==> config.mk <==
export PLATFORM = sky130hd
export DESIGN_NAME = gregorian_day_number_unit_top
export DESIGN_NICKNAME = d
export VERILOG_FILES = /design/src/hdl/gdn_pkg.sv /design/src/hdl/gdn_datapath.sv /design/src/hdl/gdn_ctrl.sv /design/src/hdl/gregorian_day_number_unit_top.sv
export VERILOG_INCLUDE_DIRS = /design/src /design/src/hdl
export SDC_FILE = /design/constraint.sdc
export NUM_CORES = 2
export LEC_CHECK = 0
export BUFFER_PORTS_ARGS = -buffer_cell sky130_fd_sc_hd__buf_4
export CAP_MARGIN = 5
export CORE_ASPECT_RATIO = 0.5
export CORE_MARGIN = 2
export CORE_UTILIZATION = 55
export DETAILED_ROUTE_END_ITERATION = 6
export HOLD_SLACK_MARGIN = 0.15
export PLACE_DENSITY = 0.72
export SLEW_MARGIN = 20
export SYNTH_ARGS = -nofsm -noshare
export SYNTH_HDL_FRONTEND = slang
export SYNTH_SLANG_ARGS = --single-unit
==> constraint.sdc <==
create_clock -name clk -period 15.54 [get_ports clk]
set_input_delay 0 -clock clk [delete_from_list [all_inputs] [get_ports clk]]
set_output_delay 0 -clock clk [all_outputs]
set_load 0.02 [all_outputs]
==> src/hdl/assert_macros.svh <==
// Assertion macros used by the controller
`ifndef ASSERT_MACROS_SVH
`define ASSERT_MACROS_SVH

// Check that an implication holds at every clock edge outside reset
`define ASSERT_IMPL(label, clk, rst_n, ante, cons, msg) \
    label: assert property (@(posedge clk) disable iff (!rst_n) (ante) |-> (cons)) \
        else $error(msg);

// Check that an implication holds in the cycle after the antecedent
`define ASSERT_NEXT(label, clk, rst_n, ante, cons, msg) \
    label: assert property (@(posedge clk) disable iff (!rst_n) (ante) |=> (cons)) \
        else $error(msg);

`endif

==> src/hdl/gdn_pkg.sv <==
// ----------------------------------------------------------------------------
// gdn_pkg
// Types and constants shared by the day-number controller and datapath.
// ----------------------------------------------------------------------------
`default_nettype none

package gdn_pkg;

    localparam logic [2:0] ACT_LOAD = 3'd0;
    localparam logic [2:0] ACT_ADD  = 3'd1;
    localparam logic [2:0] ACT_INC  = 3'd2;
    localparam logic [2:0] ACT_DEC  = 3'd3;
    localparam logic [2:0] ACT_CMP  = 3'd4;

    localparam logic [1:0] ORD_EQUAL   = 2'd0;
    localparam logic [1:0] ORD_LATER   = 2'd1;
    localparam logic [1:0] ORD_EARLIER = 2'd2;

    localparam int DAYS_400 = 146097;
    localparam int DAYS_100 = 36524;
    localparam int DAYS_4   = 1461;
    localparam int DAYS_1   = 365;

    // Controller commands to the datapath
    typedef struct packed {
        logic capture;   // latch the input transaction
        logic fwd_start; // start the date to number computation
        logic arith;     // compute the candidate number
        logic commit;    // write candidate and start back-conversion
        logic conv_step; // one step of the back-conversion
        logic finish;    // build the result register
    } gdn_cmd_t;

    // Datapath status to the controller
    typedef struct packed {
        logic fwd_done;
        logic store;     // candidate is to be stored
        logic conv_done;
    } gdn_sts_t;

    // Cumulative days before each month, non-leap
    function automatic logic [8:0] month_start(input logic [3:0] m);
        logic [8:0] r;
        begin
            unique case (m)
                4'd1:    r = 9'd0;
                4'd2:    r = 9'd31;
                4'd3:    r = 9'd59;
                4'd4:    r = 9'd90;
                4'd5:    r = 9'd120;
                4'd6:    r = 9'd151;
                4'd7:    r = 9'd181;
                4'd8:    r = 9'd212;
                4'd9:    r = 9'd243;
                4'd10:   r = 9'd273;
                4'd11:   r = 9'd304;
                4'd12:   r = 9'd334;
                default: r = 9'd0;
            endcase
            return r;
        end
    endfunction

    // Month length, index 0 is January
    function automatic logic [4:0] month_len(input logic [3:0] m, input logic lp);
        logic [4:0] r;
        begin
            unique case (m)
                4'd1:                        r = lp ? 5'd29 : 5'd28;
                4'd3, 4'd5, 4'd8, 4'd10:     r = 5'd30;
                default:                     r = 5'd31;
            endcase
            return r;
        end
    endfunction

endpackage

`default_nettype wire

==> src/hdl/gdn_datapath.sv <==
// ----------------------------------------------------------------------------
// gdn_datapath
// Stored date, date to number conversion, offset arithmetic and the
// step-by-step conversion of a day number back to day, month and year.
// ----------------------------------------------------------------------------
`default_nettype none

module gdn_datapath #(
    parameter int MAX_YEAR = 9999,
    parameter int MAX_DAYS = 3652059
) (
    input  wire                  clk,
    input  wire                  rst_n,
    input  gdn_pkg::gdn_cmd_t    cmd,
    output gdn_pkg::gdn_sts_t    sts,
    input  wire  [2:0]           action,
    input  wire  [4:0]           day_in,
    input  wire  [3:0]           month_in,
    input  wire  [13:0]          year_in,
    input  wire  signed [21:0]   offset,
    output logic [21:0]          day_number,
    output logic [4:0]           day_out,
    output logic [3:0]           month_out,
    output logic [13:0]          year_out,
    output logic                 leap,
    output logic [1:0]           order,
    output logic                 error
);
    import gdn_pkg::*;

    localparam int NW = 26;  // number width with headroom for sums
    localparam int YW = 17;

    // Divide by 100 through a reciprocal multiply, exact below 43699
    function automatic logic [YW-1:0] div100(input logic [YW-1:0] v);
        logic [YW+12:0] prod;
        prod = (YW+13)'(v) * (YW+13)'(5243);
        return YW'(prod[YW+12:19]);
    endfunction

    function automatic logic is_leap(input logic [YW-1:0] y);
        logic [YW-1:0] q;
        logic [YW-1:0] rem;
        q   = div100(y);
        rem = y - q * YW'(100);
        // A century year is leap only when its century count is a multiple of four
        return (rem != '0) ? (y[1:0] == 2'd0) : (q[1:0] == 2'd0);
    endfunction

    // Captured transaction
    logic [2:0]            act_reg;
    logic [4:0]            d_reg;
    logic [3:0]            m_reg;
    logic [YW-1:0]         y_reg;
    logic signed [21:0]    off_reg;

    // Stored date
    logic [NW-1:0]         num_reg;
    logic [4:0]            sday_reg;
    logic [3:0]            smon_reg;
    logic [13:0]           syear_reg;

    // Forward conversion: accumulate days of whole years over several steps
    logic [YW-1:0]         fp_reg;    // years remaining to count, y-1
    logic [NW-1:0]         fn_reg;    // accumulated days
    logic [1:0]            fph_reg;   // phase: 0 p*365, 1 p/4, 2 p/100, 3 p/400
    logic                  fdone_reg;
    logic                  yleap_reg; // input year is a leap year

    logic signed [NW:0]    cand_reg;
    logic                  store_reg;
    logic                  err_reg;
    logic [1:0]            ord_reg;

    // Back-conversion
    logic [NW-1:0]         r_reg;
    logic [YW-1:0]         yacc_reg;
    logic [2:0]            cph_reg;   // 0 400s, 1 100s, 2 4s, 3 1s, 4 months
    logic [2:0]            cnt_reg;
    logic [3:0]            mi_reg;
    logic                  cdone_reg;
    logic                  cleap_reg; // converted year is a leap year

    logic                  bad_in;
    logic [NW-1:0]         fwd_total;
    logic signed [NW:0]    arith_n;
    logic                  in_rng;

    assign bad_in = (m_reg == 4'd0) || (m_reg > 4'd12) || (y_reg > YW'(MAX_YEAR));

    // Forward number: year sum plus days before the month, leap day and day
    assign fwd_total = fn_reg + NW'(month_start(m_reg))
                     + NW'((m_reg > 4'd2) && yleap_reg) + NW'(d_reg);

    always_comb
    begin
        unique case (act_reg)
            ACT_ADD: arith_n = $signed({1'b0, num_reg}) + (NW+1)'(off_reg);
            ACT_INC: arith_n = $signed({1'b0, num_reg}) + (NW+1)'(1);
            ACT_DEC: arith_n = $signed({1'b0, num_reg}) - (NW+1)'(1);
            default: arith_n = $signed({1'b0, fwd_total});
        endcase
    end

    assign in_rng = (arith_n >= (NW+1)'(1)) && (arith_n <= (NW+1)'(MAX_DAYS));

    assign sts.fwd_done  = fdone_reg;
    assign sts.store     = store_reg;
    assign sts.conv_done = cdone_reg;

    // Capture the transaction
    always_ff @(posedge clk)
    begin
        if (cmd.capture)
        begin
            act_reg <= action;
            d_reg   <= day_in;
            m_reg   <= month_in;
            y_reg   <= YW'(year_in);
            off_reg <= offset;
        end
    end

    // Forward whole-year sum, one term per cycle
    always_ff @(posedge clk or negedge rst_n)
    begin
        if (!rst_n)
        begin
            fp_reg    <= '0;
            fn_reg    <= '0;
            yleap_reg <= 1'b0;
            fdone_reg <= 1'b0;
            fph_reg   <= 2'd0;
        end
        else if (cmd.fwd_start)
        begin
            fp_reg    <= (y_reg == '0) ? '0 : y_reg - YW'(1);
            fn_reg    <= '0;
            yleap_reg <= is_leap(y_reg);
            fph_reg   <= 2'd0;
            fdone_reg <= 1'b0;
        end
        else if (!fdone_reg)
        begin
            unique case (fph_reg)
                2'd0: fn_reg <= fn_reg + NW'(fp_reg) * NW'(365);
                2'd1: fn_reg <= fn_reg + NW'(fp_reg >> 2);
                2'd2: fn_reg <= fn_reg - NW'(div100(fp_reg));
                default: fn_reg <= fn_reg + NW'(div100(fp_reg) >> 2);
            endcase
            fph_reg <= fph_reg + 2'd1;
            if (fph_reg == 2'd3)
                fdone_reg <= 1'b1;
        end
    end

    // Candidate, error and order
    always_ff @(posedge clk)
    begin
        if (cmd.arith)
        begin
            cand_reg  <= arith_n;
            ord_reg   <= ORD_EQUAL;
            store_reg <= 1'b0;
            err_reg   <= 1'b0;
            if (act_reg > ACT_CMP)
                err_reg <= 1'b1;
            else if (((act_reg == ACT_LOAD) || (act_reg == ACT_CMP)) && bad_in)
                err_reg <= 1'b1;
            else if (!in_rng)
                err_reg <= 1'b1;
            else if (act_reg == ACT_CMP)
            begin
                if (num_reg > NW'(arith_n))
                    ord_reg <= ORD_LATER;
                else if (num_reg < NW'(arith_n))
                    ord_reg <= ORD_EARLIER;
            end
            else
                store_reg <= 1'b1;
        end
    end

    // Back-conversion by repeated subtraction, one unit per cycle
    always_ff @(posedge clk or negedge rst_n)
    begin
        if (!rst_n)
        begin
            r_reg     <= '0;
            yacc_reg  <= '0;
            cnt_reg   <= 3'd0;
            mi_reg    <= 4'd0;
            cleap_reg <= 1'b0;
            cdone_reg <= 1'b0;
            cph_reg   <= 3'd0;
        end
        else if (cmd.commit)
        begin
            r_reg     <= NW'(cand_reg) - NW'(1);
            yacc_reg  <= YW'(1);
            cph_reg   <= 3'd0;
            cnt_reg   <= 3'd0;
            mi_reg    <= 4'd0;
            cdone_reg <= 1'b0;
        end
        else if (cmd.conv_step && !cdone_reg)
        begin
            unique case (cph_reg)
                3'd0:
                begin
                    if (r_reg >= NW'(DAYS_400))
                    begin
                        r_reg    <= r_reg - NW'(DAYS_400);
                        yacc_reg <= yacc_reg + YW'(400);
                    end
                    else
                        cph_reg <= 3'd1;
                end
                3'd1:
                begin
                    if (r_reg >= NW'(DAYS_100) && cnt_reg < 3'd3)
                    begin
                        r_reg    <= r_reg - NW'(DAYS_100);
                        yacc_reg <= yacc_reg + YW'(100);
                        cnt_reg  <= cnt_reg + 3'd1;
                    end
                    else
                    begin
                        cph_reg <= 3'd2;
                        cnt_reg <= 3'd0;
                    end
                end
                3'd2:
                begin
                    if (r_reg >= NW'(DAYS_4))
                    begin
                        r_reg    <= r_reg - NW'(DAYS_4);
                        yacc_reg <= yacc_reg + YW'(4);
                    end
                    else
                        cph_reg <= 3'd3;
                end
                3'd3:
                begin
                    if (r_reg >= NW'(DAYS_1) && cnt_reg < 3'd3)
                    begin
                        r_reg    <= r_reg - NW'(DAYS_1);
                        yacc_reg <= yacc_reg + YW'(1);
                        cnt_reg  <= cnt_reg + 3'd1;
                    end
                    else
                    begin
                        cph_reg   <= 3'd4;
                        cleap_reg <= is_leap(yacc_reg);
                    end
                end
                default:
                begin
                    if (mi_reg < 4'd11
                        && r_reg >= NW'(month_len(mi_reg, cleap_reg)))
                    begin
                        r_reg  <= r_reg - NW'(month_len(mi_reg, cleap_reg));
                        mi_reg <= mi_reg + 4'd1;
                    end
                    else
                        cdone_reg <= 1'b1;
                end
            endcase
        end
    end

    // Stored date
    always_ff @(posedge clk or negedge rst_n)
    begin
        if (!rst_n)
        begin
            num_reg   <= '0;
            sday_reg  <= '0;
            smon_reg  <= '0;
            syear_reg <= '0;
        end
        else if (cmd.commit)
            num_reg <= NW'(cand_reg);
        else if (cmd.conv_step && cdone_reg)
        begin
            sday_reg  <= 5'(r_reg + NW'(1));
            smon_reg  <= mi_reg + 4'd1;
            syear_reg <= 14'(yacc_reg);
        end
    end

    // Result register
    always_ff @(posedge clk)
    begin
        if (cmd.finish)
        begin
            day_number <= num_reg[21:0];
            day_out    <= sday_reg;
            month_out  <= smon_reg;
            year_out   <= syear_reg;
            leap       <= (syear_reg != '0) && is_leap(YW'(syear_reg));
            order      <= ord_reg;
            error      <= err_reg;
        end
    end

endmodule

`default_nettype wire

==> src/hdl/gdn_ctrl.sv <==
// ----------------------------------------------------------------------------
// gdn_ctrl
// Sequencer for one transaction: capture, forward sum, check, convert back
// when a date is stored, then hold the result until the sink takes it.
// ----------------------------------------------------------------------------
`default_nettype none

module gdn_ctrl (
    input  wire                  clk,
    input  wire                  rst_n,
    input  wire                  s_tvalid,
    output logic                 s_tready,
    output logic                 m_tvalid,
    input  wire                  m_tready,
    output gdn_pkg::gdn_cmd_t    cmd,
    input  gdn_pkg::gdn_sts_t    sts
);
    import gdn_pkg::*;

    `include "assert_macros.svh"

    localparam logic [2:0] ST_IDLE  = 3'd0;
    localparam logic [2:0] ST_FWD0  = 3'd1;
    localparam logic [2:0] ST_FWD   = 3'd2;
    localparam logic [2:0] ST_CHECK = 3'd3;
    localparam logic [2:0] ST_DEC   = 3'd4;
    localparam logic [2:0] ST_CONV  = 3'd5;
    localparam logic [2:0] ST_FIN   = 3'd6;
    localparam logic [2:0] ST_OUT   = 3'd7;

    logic [2:0] state_reg, state_next;

    assign s_tready = (state_reg == ST_IDLE);
    assign m_tvalid = (state_reg == ST_OUT);

    // Decode commands and next state
    always_comb
    begin
        cmd        = '0;
        state_next = state_reg;
        unique case (state_reg)
            ST_IDLE:
            begin
                cmd.capture = s_tvalid;
                if (s_tvalid)
                    state_next = ST_FWD0;
            end
            ST_FWD0:
            begin
                cmd.fwd_start = 1'b1;
                state_next    = ST_FWD;
            end
            ST_FWD:
                if (sts.fwd_done)
                    state_next = ST_CHECK;
            ST_CHECK:
            begin
                cmd.arith  = 1'b1;
                state_next = ST_DEC;
            end
            ST_DEC:
            begin
                cmd.commit = sts.store;
                state_next = sts.store ? ST_CONV : ST_FIN;
            end
            ST_CONV:
            begin
                cmd.conv_step = 1'b1;
                if (sts.conv_done)
                    state_next = ST_FIN;
            end
            ST_FIN:
            begin
                cmd.finish = 1'b1;
                state_next = ST_OUT;
            end
            default:
                if (m_tready)
                    state_next = ST_IDLE;
        endcase
    end

    always_ff @(posedge clk or negedge rst_n)
    begin
        if (!rst_n)
            state_reg <= ST_IDLE;
        else
            state_reg <= state_next;
    end

    `ASSERT_IMPL(a_excl, clk, rst_n, 1'b1, !(s_tready && m_tvalid), "ready while result pending")
    `ASSERT_NEXT(a_cap, clk, rst_n, s_tvalid && s_tready, state_reg == ST_FWD0, "capture lost")
    `ASSERT_NEXT(a_done, clk, rst_n, m_tvalid && m_tready, s_tready, "no return to idle")

endmodule

`default_nettype wire

==> src/hdl/gregorian_day_number_unit_top.sv <==
// ----------------------------------------------------------------------------
// gregorian_day_number_unit_top
// Holds one Gregorian date as a day number; loads, offsets, steps and
// compares it, returning the date converted back on every transaction.
//
// Channel  Dir  Contents
// s_axis   in   command: action, date fields, offset
// m_axis   out  stored date, leap flag, compare outcome, error
//
// One transaction at a time. When nothing is stored, the result becomes valid
// after a start step, the year sum, a check, a decision and the building
// of the result. Storing a date adds the back-conversion: with the default
// parameters up to 24 four-century, 3 century, 24 four-year, 3 year and 11
// month steps plus six phase steps. Reset clears the stored date to zero.
// A result holds on m_axis until taken; the next transaction is accepted in
// the cycle after it is taken.
// ----------------------------------------------------------------------------
`default_nettype none

module gregorian_day_number_unit_top #(
    parameter int MAX_YEAR = 9999,
    parameter int MAX_DAYS = 3652059
) (
    input  wire         clk,
    input  wire         rst_n,
    input  wire         s_axis_tvalid,
    output logic        s_axis_tready,
    // action[2:0], day_in[7:3], month_in[11:8], year_in[25:12], offset[47:26]
    input  wire  [47:0] s_axis_tdata,
    output logic        m_axis_tvalid,
    input  wire         m_axis_tready,
    // day_number[21:0], day_out[26:22], month_out[30:27], year_out[44:31],
    // leap[45], order[47:46], error[48]
    output logic [55:0] m_axis_tdata
);
    import gdn_pkg::*;

    gdn_cmd_t cmd;
    gdn_sts_t sts;

    logic [21:0] day_number;
    logic [4:0]  day_out;
    logic [3:0]  month_out;
    logic [13:0] year_out;
    logic        leap;
    logic [1:0]  order;
    logic        error;

    gdn_ctrl u_ctrl (
        .clk      (clk),
        .rst_n    (rst_n),
        .s_tvalid (s_axis_tvalid),
        .s_tready (s_axis_tready),
        .m_tvalid (m_axis_tvalid),
        .m_tready (m_axis_tready),
        .cmd      (cmd),
        .sts      (sts)
    );

    gdn_datapath #(
        .MAX_YEAR (MAX_YEAR),
        .MAX_DAYS (MAX_DAYS)
    ) u_dp (
        .clk        (clk),
        .rst_n      (rst_n),
        .cmd        (cmd),
        .sts        (sts),
        .action     (s_axis_tdata[2:0]),
        .day_in     (s_axis_tdata[7:3]),
        .month_in   (s_axis_tdata[11:8]),
        .year_in    (s_axis_tdata[25:12]),
        .offset     (s_axis_tdata[47:26]),
        .day_number (day_number),
        .day_out    (day_out),
        .month_out  (month_out),
        .year_out   (year_out),
        .leap       (leap),
        .order      (order),
        .error      (error)
    );

    assign m_axis_tdata = {7'd0, error, order, leap, year_out, month_out, day_out, day_number};

endmodule

`default_nettype wire
==> Yosys cells after proc, flatten, opt, wreduce, memory -nomap -nowiden <==
Memories as Yosys holds them, arrays and structs flattened. A register that Yosys moved wholly into a read port is not among the register bits.
Cells that the tools add are included.
{ "word_totals": {"ff_bits": 281, "romBits": 144, "in_bits": 52, "out_inout_bits": 58, "word_cells": 250, "mem_count": 1} }
{ "classes": {"n_addsub": 28, "multipliers": 8, "order_cmp": 15, "n_eq_ne": 36, "muxes": 74, "n_bitwise": 4, "reduce_logical": 50} }
{ "mem_list": {"columns": ["memory", "words", "width", "read_ports", "rd_clocked_by_memory_dff", "write_ports", "line", "source"], "rows": [
  ["(name not given)", 16, 9, 1, 1, 0, "gdn_pkg.sv:45", "unique case (m)"]
]} }
{ "ops": {"columns": ["operator", "n"], "rows": [
  ["$mux 26", 9],
  ["$mux 17", 7],
  ["$pmux 26 s4", 1],
  ["$pmux 27 s3", 1],
  ["$pmux 26 s3", 1],
  ["$pmux 17 s4", 1],
  ["$mul 17x13->30 const B", 2],
  ["$mul 14x13->27 const B", 2],
  ["$add 26x9->26", 2],
  ["$reduce_bool 17->1", 3],
  ["$mux 3", 14],
  ["$mux 5", 7],
  ["$mul 11x5->15 const B", 2],
  ["$add 26x1->27 const B", 1],
  ["$add 27x22->27", 1],
  ["$ge 27x2->1 const B", 1],
  ["$le 27x23->1 const B", 1],
  ["$sub 26x1->27 const B", 1],
  ["$add 26x1->26", 1],
  ["$add 26x15->26", 1],
  ["$add 26x26->26", 1],
  ["$add 26x5->26", 1],
  ["$ge 26x11->1 const B", 1],
  ["$ge 26x16->1 const B", 1],
  ["74 further kinds", 152]
]} }

==> Depth between registers and ports, before layout <==
{ "depth": {"depth_word": 17, "mapped_depth": 41, "ltp_nobuf": 41} }

==> By module <==
Synthesis repeated with hierarchy kept, for this count alone.
{ "unflattened": {"hier_cells": 4744, "area_unflattened_um2": 43449.2} }
{ "by_module_without_submodules": {"columns": ["module", "n_inst", "cells_per_inst", "area_each_um2", "seq_area_each_um2"], "rows": [
  ["gdn_datapath", 1, 4705, 43142.6, 7722.4],
  ["gdn_ctrl", 1, 29, 235.2, 75.1],
  ["gregorian_day_number_unit_top", 1, 10, 71.3, 0.0]
]} }

==> Least setup slack after synthesis <==
No wires, ideal clock.
{ "synth_timing": {"path_type": "flip-flop to flip-flop", "from": "register u_dp.yacc_reg[3]", "to": "register u_dp.cleap_reg", "setup_time_ps": 131, "arrival_ps": 8606, "required_ps": 15409, "slack_ps": 6802, "path_stages_with_launch": 40, "path_buffers": 0, "synth_period_minus_slack_ps": 8738, "cell_sequence": "dfrtp_1 -> inv_1 -> fa_1 -> inv_1 -> ha_1 -> fa_1 -> ha_1 -> inv_1 -> fa_1 -> inv_1 -> ha_1 -> a2111oi_0 -> o21ai_0 -> o2111ai_1 -> a21oi_1 -> o31ai_1 -> a21boi_0 -> o21a_1 -> [... 4 more ...] -> inv_1 -> fa_1 -> inv_1 -> ha_1 -> a21oi_1 -> o21bai_1 -> a21oi_1 -> o21bai_1 -> a21oi_1 -> xor2_1 -> ha_1 -> inv_1 -> a21oi_1 -> o2111ai_1 -> nor4b_1 -> nand4_1 -> nor4_1 -> a21oi_1"} }
{ "synth_between": {"elab_chain_len": 5, "elab_cells_between_ends": 6, "classes_between": "add/sub: 1; mul: 2; mux: 1; reduce/logical: 2"} }
{ "synth_rtl": {"columns": ["item", "line", "source"], "rows": [
  ["start: declaration", "gdn_datapath.sv:77", "logic [YW-1:0] yacc_reg;"],
  ["start signal: assignment", "gdn_datapath.sv:214", "yacc_reg <= yacc_reg + YW'(400);"],
  ["start signal: assignment", "gdn_datapath.sv:224", "yacc_reg <= yacc_reg + YW'(100);"],
  ["start signal: assignment", "gdn_datapath.sv:238", "yacc_reg <= yacc_reg + YW'(4);"],
  ["$mul 17x13->30", "gdn_datapath.sv:37", "prod = (YW+13)'(v) * (YW+13)'(5243);"],
  ["$mul 11x5->15", "gdn_datapath.sv:45", "rem = y - q * YW'(100);"],
  ["$sub 17x17->17", "gdn_datapath.sv:45", null],
  ["$reduce_bool 17->1", "gdn_datapath.sv:47", "return (rem != '0) ? (y[1:0] == 2'd0) : (q[1:0] == 2'd0);"],
  ["$mux 1 *", "gdn_datapath.sv:47", null],
  ["end signal: assignment", "gdn_datapath.sv:254", "cleap_reg <= is_leap(yacc_reg);"],
  ["end: declaration", "gdn_datapath.sv:82", "logic cleap_reg;"]
]} }
Every way passes the cells marked *; elsewhere a longest branch is shown, timed or not.
A chain may end at the register's enable or synchronous reset.

==> Worst setup path in the final report <==
{ "layout_timing": {"from": "register u_dp.yacc_reg[4]", "to": "register u_dp.cleap_reg"} }
The elaborated chain is that of the path after synthesis.

==> results.toml <==
[logic_synthesis]
synth_top_cell_area_share_pct = 22.49
synth.distinct_cells = 94
ys_ff_latch = 288
avgSynthCellArea_um2 = 8.956
synth.most_common_cell = "ha_1"
ys.flop_type = "dfrtp_1"
ys_top_cells_by_count = "780 x ha_1, 739 x inv_1, 395 x nand2_1, 369 x fa_1, 318 x a21oi_1"
yosys_warnings = 0
synth_edf_count = 127
synthTopCellsByArea = "ha_1 22%, fa_1 17%, edfxtp_1 8.8%"
netlist_area_um2 = 43400
netlist_instances = 4846
synth_top_cell_by_area = "ha_1"
async_reset_ff_share_pct = 52.78
ys_seq_area_share_pct = 17.97

[routing]
ant_nets = 0
vias = 35650
wl_um = 117900
drt_iter0_markers = 2348
routedWlPerCell_um = 19.56
viasPerCell = 5.913
drtPass1Iterations = 6
drc_errors = 0

[cts]
cts_buffer_depth = 3
clock_sinks = 288
cts.clk_slew.worst_paths_ns = 0.07
cts_tree = "done"
h-tree-depth = 2
numCtsBuffers = 34
cts-root-buf = "clkbuf_16"
clk_latency_ns = 0.58

[timing]
rsz0062_at_grt = "no"
drv_slew = 0
max_freq_mhz = 97.60
final.min_clock_period_ns = 10.25
hold_viol_final = 0
fin_worst_skew_ns = 0.03537
tightest_slew_ns = 1.177
timing.slew.headroom_pct = 21.09
tns_ns = 0
period_share_pct = 65.93
final-setup-viol-count = 0

[critical_path]
crit_path_start_kind = "register"
path_max_fanout = 10
worstSetupEndpointType = "register"
worstPathArrival_ns = 10.68
worstSetupPathType = "register to register"
rr_worst_depth = 39
cpPeakStageDelay_ns = 0.60
crit_slowest_cell = "dfrtp_1"
cp_data_required_time_ns = 15.97

[floorplan]
core.rowCount = 72
boundaryPins = 110
core_area_um2 = 77650
initial_core_util_pct = 55.89
dieArea_um2 = 81310
die_w_um = 401.3
die_h_um = 202.6

[place]
port_buffers = 102
place_congestion = 0.9621
hpwl_um = 92770

[global_route]
grt_pass1_vias = 36710
grt_first_pass_wirelength_um = 193500
antenna_found_initial = 1
grt-ovfl-total = 0
grt_max_degree = 90
grtUsageTotal_pct = 29.37

[status]
status = "complete, no violations"

[flow_run]
max_cap_violations = 0

[final_layout]
nets = 6168
areaGrowthSynthToFinish_pct = 8.887
fillers = 6583
drive_gt1_share_pct = 5.168

[hold_path]
hold_depth = 2
hold_path_class = "primary input to register"
## placed cells by master, fill, tap and decap left out, types with 38 or more instances in the layout
cell type | Yosys | routed
dlygate4sd3_1 | 0 | 91
edfxtp_1 | 127 | 127
nand2b_1 | 49 | 49
o22ai_1 | 41 | 41
dfrtp_1 | 152 | 152
fa_1 | 369 | 369
a211oi_1 | 40 | 39
a21o_1 | 77 | 77
a31oi_1 | 39 | 38
nand2_1 | 395 | 395
o21ai_0 | 261 | 259
a21oi_1 | 318 | 318
nor3_1 | 71 | 70
ha_1 | 780 | 780
nor2_1 | 248 | 246
inv_1 | 739 | 739
xor2_1 | 89 | 89
nand4_1 | 40 | 40
nor2b_1 | 39 | 39
xnor2_1 | 165 | 165
and3_1 | 39 | 39
nand3_1 | 77 | 77
buf_4 | 9 | 132
## critical path: cells and delay by family, from the launching register on
family	cells	cell delay, ns
AOI/OAI and AO/OA	15	3.32
DFF	1	0.60
xor gates and xnor gates	2	0.39
adders and majority gates	11	4.17
buffers and inverters	7	0.62
and+or+nand+nor	4	1.02
## layer usage
metal / vias up / wire, um / share of wire [%] / GRT usage (%)
li1: 17040 / - / - / -
met4: 0 / 3638 / 3.1 / 9.555
met1: 17350 / 51280 / 43 / 38.47
met5: - / 0 / 0 / 0
met3: 243 / 6145 / 5.2 / 3.190
met2: 1024 / 56830 / 48 / 51.07
## layout make-up
cell class / instances / area (um2) / share of cell area (%)
flip-flops and latches: 288 / 7797 / 16.50
multi-input cells: 3676 / 32310 / 68.36
clock buffers: 37 / 883.3 / 1.869
inverters: 743 / 2789 / 5.901
clock inverters: 24 / 270.3 / 0.5719
repair buffers: 224 / 1913 / 4.048
diodes: 1 / 2.502 / 0.005295
well taps: 1036 / 1296 / 2.743
## what timing repair did
item,4_1_cts,5_1_grt
setup buffers,0,0
hold buffers,91,0
gates resized for setup,0,0
hold endpoints to repair,152,0
## through the flow
| stage | utilization [%] | hold slack [ns] | std cells | instance area [um2] | setup WS, ns |
|---|---|---|---|---|---|
| 2_1_floorplan | - | -0.2956 | 4852 | 43430 | 6.802 |
| 3_3_place_gp | 58.19 | 0.1511 | 5876 | 45190 | 5.539 |
| 3_5_place_dp | 58.19 | 0.1582 | 5876 | 45190 | 5.342 |
| 4_1_cts | 60.85 | 0.1500 | 6028 | 47250 | 5.265 |
| 5_1_grt | 60.86 | 0.1530 | 6028 | 47260 | 4.542 |
| 6_report | 60.86 | 0.1597 | 6029 | 47260 | 5.294 |
## path summary, 6_finish.rpt
kind | start | endpoint | slack (ns)
worst min-delay path | s_axis_tdata[16] | u_dp.y_reg[4] | 0.16
worst max-delay path | u_dp.yacc_reg[4] | u_dp.cleap_reg | 5.29
max in group asynchronous | rst_n | u_dp.fp_reg[15] | 13.38
min in group asynchronous | rst_n | u_dp.yacc_reg[15] | 0.66
worst min register to register | u_dp.ord_reg[0] | u_dp.order[0] | 0.43
worst max register to register | u_dp.yacc_reg[4] | u_dp.cleap_reg | 5.29
## kinds of logic after synthesis
| logic type | synth area share (%) |
|---|---|
| adders and majority gates | 39.53 |
| and+or+nand+nor | 12.16 |
| AOI/OAI and AO/OA | 16.30 |
| buffers and inverters | 7.760 |
| DFF | 17.97 |
| xor gates and xnor gates | 5.126 |
| muxes | 1.150 |
| other | 0.008640 |
Power is left out: the tool's default activity adds up to more than one toggle a clock period on the data nets, which glitch-free logic cannot reach.
